File: config.mk
export PLATFORM = sky130hd
export DESIGN_NAME = cied_cell
export DESIGN_NICKNAME = d
export VERILOG_FILES = /design/src/cied_pkg.sv /design/src/cied_cell.sv
export SDC_FILE = /design/constraint.sdc
export NUM_CORES = 1
export LEC_CHECK = 0
export BUFFER_PORTS_ARGS = -buffer_cell sky130_fd_sc_hd__buf_4
export CAP_MARGIN = 10
export CORE_MARGIN = 3
export CORE_UTILIZATION = 51
export CTS_CLUSTER_SIZE = 24
export DETAILED_ROUTE_END_ITERATION = 10
export PLACE_DENSITY = 0.79
export SLEW_MARGIN = 25
export SYNTH_ARGS = -nofsm -noshare
export SYNTH_HDL_FRONTEND = slang
export SYNTH_SLANG_ARGS = --single-unit
File: constraint.sdc
create_clock -name clk -period 4.9 [get_ports clk]
set_clock_uncertainty 0.1 [all_clocks]
set_input_delay 0.98 -clock clk [delete_from_list [all_inputs] [get_ports clk]]
set_output_delay 0.98 -clock clk [all_outputs]
set_load 0.02 [all_outputs]
File: src/cied_pkg.sv
// Shared types, codes and helpers for the case-insensitive edit distance block.
`default_nettype none
package cied_pkg;

    typedef enum logic [1:0] {
        ACT_LOAD = 2'd0,
        ACT_CMP  = 2'd1,
        ACT_FIN  = 2'd2
    } action_t;

    typedef enum logic [1:0] {
        ST_IDLE,
        ST_DRAIN,
        ST_EMIT
    } state_t;

    // Control travelling down the cell chain beside the value lanes.
    typedef struct packed {
        logic       row;   // a DP row (second-string byte) is on the link
        logic       fin;   // finish token; the value lane carries the running result
        logic [7:0] key;   // case-folded second-string byte
    } link_ctl_t;

    localparam logic [7:0] UPPER_A  = 8'h41;
    localparam logic [7:0] UPPER_Z  = 8'h5A;
    localparam logic [7:0] CASE_BIT = 8'h20;

    function automatic logic [7:0] fold_case(input logic [7:0] c);
        logic [7:0] r;
        r = c;
        if (c >= UPPER_A && c <= UPPER_Z)
        begin
            r = c | CASE_BIT;
        end
        return r;
    endfunction

endpackage
`default_nettype wire

File: src/cied_cell.sv
// One DP cell: holds one first-string byte and its DP column entry.
`default_nettype none
module cied_cell #(
    parameter int INDEX = 1,
    parameter int VAL_W = 7,
    parameter int LEN_W = 7
) (
    input  logic                clk,
    input  logic                rst_n,
    input  logic                clear,
    input  logic                load_en,
    input  logic [LEN_W-1:0]    load_idx,
    input  logic [7:0]          load_char,
    input  cied_pkg::link_ctl_t ctl_in,
    input  logic [VAL_W-1:0]    nv_in,
    input  logic [VAL_W-1:0]    old_in,
    output cied_pkg::link_ctl_t ctl_out,
    output logic [VAL_W-1:0]    nv_out,
    output logic [VAL_W-1:0]    old_out
);
    import cied_pkg::*;

    logic [7:0]       char_reg;
    logic             loaded_reg;
    logic [VAL_W-1:0] dp_reg;
    link_ctl_t        ctl_reg;
    logic [VAL_W-1:0] nv_reg;
    logic [VAL_W-1:0] old_reg;

    logic             load_hit;
    logic             match;
    logic [VAL_W-1:0] lo;
    logic [VAL_W-1:0] dp_next;

    assign load_hit = load_en && (load_idx == LEN_W'(INDEX - 1));
    assign match    = (ctl_in.key == char_reg);

    always_comb
    begin
        lo = old_in;
        if (dp_reg < lo)
        begin
            lo = dp_reg;
        end
        if (nv_in < lo)
        begin
            lo = nv_in;
        end
        dp_next = match ? old_in : VAL_W'(lo + 1'b1);
    end

    always_ff @(posedge clk)
    begin
        if (load_hit)
        begin
            char_reg <= fold_case(load_char);
        end
    end

    always_ff @(posedge clk or negedge rst_n)
    begin
        if (!rst_n)
        begin
            loaded_reg <= 1'b0;
            dp_reg     <= VAL_W'(INDEX);
            ctl_reg    <= '0;
        end
        else
        begin
            ctl_reg <= ctl_in;
            if (clear)
            begin
                loaded_reg <= 1'b0;
                dp_reg     <= VAL_W'(INDEX);
            end
            else
            begin
                if (load_hit)
                begin
                    loaded_reg <= 1'b1;
                end
                if (ctl_in.row && loaded_reg)
                begin
                    dp_reg <= dp_next;
                end
            end
        end
    end

    // On the finish token, every loaded cell overwrites the running result, so the last loaded cell's entry wins.
    always_ff @(posedge clk)
    begin
        if (ctl_in.fin)
        begin
            nv_reg <= loaded_reg ? dp_reg : nv_in;
        end
        else
        begin
            nv_reg <= dp_next;
        end
        old_reg <= dp_reg;
    end

    assign ctl_out = ctl_reg;
    assign nv_out  = nv_reg;
    assign old_out = old_reg;

endmodule
`default_nettype wire

==> results.yml <==
final_layout:
  fin_area_um2: 3040
  layout_common_cells: "buf_4 (89), nor2_1 (25), a21oi_1 (18)"
  final_util_pct: 74.4
  diodes: 0
  nFillCells: 303
  multiInputGateArea_um2: 1170
  drive_above_1_share_pct: 32.7
  final_nets: 369
  mostFrequentLayoutCell: "buf_4"
  largest_reg_flops: 10
  regArea_um2: 972
  area_growth_pct: 38.4
synth:
  syn_nets: 282
  synth-seq-cells: 40
  synthDistinctLibCells: 42
  netlist_area_um2: 2200
  syn_area_per_cell_um2: 9.68
  ys_seq_area_share_pct: 44.2
  yosysWarnings: 0
  synthCells: 227
placement:
  dpl_worst_slack_ns: -0.0558
  dp_hpwl_um: 4620
  dpl_cell_area_um2: 2870
  gp_congestion: 0.941
  numPortBuffers: 66
floorplan:
  coreArea_um2: 4090
  die_h_um: 71.6
  fp.dieW_um: 71.6
  initial_core_util_pct: 53.8
  rows: 23
  io_pins: 67
  dieArea_um2: 5130
grt:
  grt_pass1_wl_um: 9750
  antenna_found_initial: 0
  grt_usage_pct: 24.7
  overflow: 0
  grt_max_degree: 19
  grt_pass1_vias: 2009
outcome:
  outcome: "finished clean"
clock_tree:
  cts_hold_buf: 0
  htreeDepth: 2
  cts_buffer_depth: 2
  tritoncts.num_buffers: 5
  clock_latency_ns: 0.29
  cts_tree: "yes"
  root_buffer: "clkbuf_8"
  clk_pin_slew_worst_paths_ns: 0.07
  clock-sinks: 40
setup_path:
  worst_setup_path_end_kind: "register"
  r2r_slack_ns: 0.65
  reg2reg_depth: 17
  r2r_end: "dp_reg[4]"
  reg2reg_from: "dp_reg[3]"
  start_kind: "input pin"
  crit_fanout: 8
  crit_arrival_ns: 4.67
  cp.required_ns: 5.00
  crit_type: "in2reg"
timing:
  layout_setup_ws_ns: 0.326
  slew_headroom_pct: 66.0
  worst_pin_slew_ns: 0.510
  post-route-period-util_pct: 93.3
  setup_viol: 0
  timing.fmax_mhz: 219
  finalHoldViolCount: 0
  timing.hold.ws_ns: 0.387
  period_needed_ns: 4.57
  drv_slew: 0
route:
  dr.pass1.iters: 4
  post_drt_wl_per_cell_um: 17.0
  dr_total_vias: 2066
  drtIter0Drc: 170
  postRouteAntennaNets: 0
  drt_wl_total_um: 6190
  drc_errors: 0
  via_per_inst: 5.66
pwr:
  peakVddDrop_uv: 306
  power_uw: 807
  power.density_nw_per_um2: 265
  power.leakage_nw: 1.37
hold_path:
  hold_class: "reg2reg"
  whs_endpoint: "old_out[6]"
  min_path_cells: 0
  hp-start: "dp_reg[6]"
flow_run:
  drv_cap: 0
routing by layer:
metal  vias up  wire length [um]  GRT usage (%)
met5         -                 0              0
li1        993                 -              -
met2        90              2920           39.4
met3        11               424           4.35
met1       972              2760           34.8
met4         0                86           7.10
worst max-delay path, cell delays in order:
cell and delay (ns):
buf_4 0.09, inv_1 0.05, ha_1 0.30, a211oi_1 0.24
nor2_1 0.10, a211oi_4 0.34, a21oi_1 0.16, ha_1 0.21
nor2_1 0.13, nand2_1 0.07, mux2_1 0.33, a32oi_2 0.23
nand3b_1 0.21, a21oi_1 0.22, ha_2 0.25, nand3_1 0.09
o21ai_1 0.16, xnor2_1 0.15, mux2i_1 0.13, a211oi_1 0.22
worst max-delay path by stage:
stage / from / to / slack, ns / cells past startpoint
4_1_cts: old_in[4] / dp_reg[4] / 0.18 / 21
3_5_place_dp: old_in[4] / dp_reg[4] / -0.06 / 21
6_report: old_in[4] / dp_reg[4] / 0.33 / 20
2_1_floorplan: old_in[4] / dp_reg[4] / 0.07 / 22
5_1_grt: old_in[2] / dp_reg[4] / -0.04 / 20
3_3_place_gp: old_in[4] / dp_reg[4] / 0.05 / 21
where the power goes:
group	total (mW)	leakage [nW]	internal [mW]	switching [mW]
logic	0.140	0.888	0.0689	0.0709
registers	0.352	0.413	0.348	0.00349
clock network	0.316	0.0654	0.204	0.112
kinds of logic after synthesis:
family / share of synthesized area (%)
AOI/OAI and AO/OA: 15.3
xor gates and xnor gates: 7.18
adders and majority gates: 6.83
buffers and inverters: 3.36
DFF: 44.2
muxes: 7.35
and+or+nand+nor: 15.7
cell type report:
cell class | count | share of cell area (%)
Inverter | 7 | 0.864
Multi-Input combinational cell | 170 | 38.4
Timing Repair Buffer | 90 | 22.3
Tap cell | 50 | 2.06
Clock inverter | 2 | 1.97
Sequential cell | 40 | 32.0
Clock buffer | 6 | 2.39
cells in the mapped netlist (all sizes together):
library cell   n  area share (%)
nand2         13             2.2
and4           1            0.40
a21o           3             1.0
a311o          2            0.91
nor2          25             4.3
and2           1            0.28
a31oi          1            0.28
nor3           3            0.68
and3           2            0.57
dfstp          1             1.2
or4            1            0.34
and4b          1            0.46
a21oi         19             4.3
nand2b         3            0.85
a211oi         7             3.0
mux2i         15             6.8
nor4           1            0.28
buf            5             1.3
mux2           1            0.51
nand4          6             1.7
xnor2         16             6.4
nand3b         1            0.34
edfxtp         8              11
a32oi          1            0.40
a22oi          1            0.34
clkbuf         5            0.85
nand3         12             2.7
o41ai          4             1.6
o21bai         1            0.34
o21ai         11             2.5
nor2b          2            0.57
xor2           2            0.80
o22ai          1            0.28
inv            7             1.2
dfrtp         17              19
dfxtp         14              13
ha            12             6.8
o211ai         1            0.34
through the flow:
step / TNS, ns / std cells
3_5_place_dp: -0.0728 / 355
2_1_floorplan: 0 / 227
6_report: 0 / 365
5_1_grt: -0.0433 / 365
3_3_place_gp: 0 / 355
4_1_cts: 0 / 363
repair_timing:
action | CTS | global route
setup buffers | 0 | 2
setup endpoints to repair | 0 | 4
resized for setup | 0 | 7
Power figures use the tool's default switching activity.
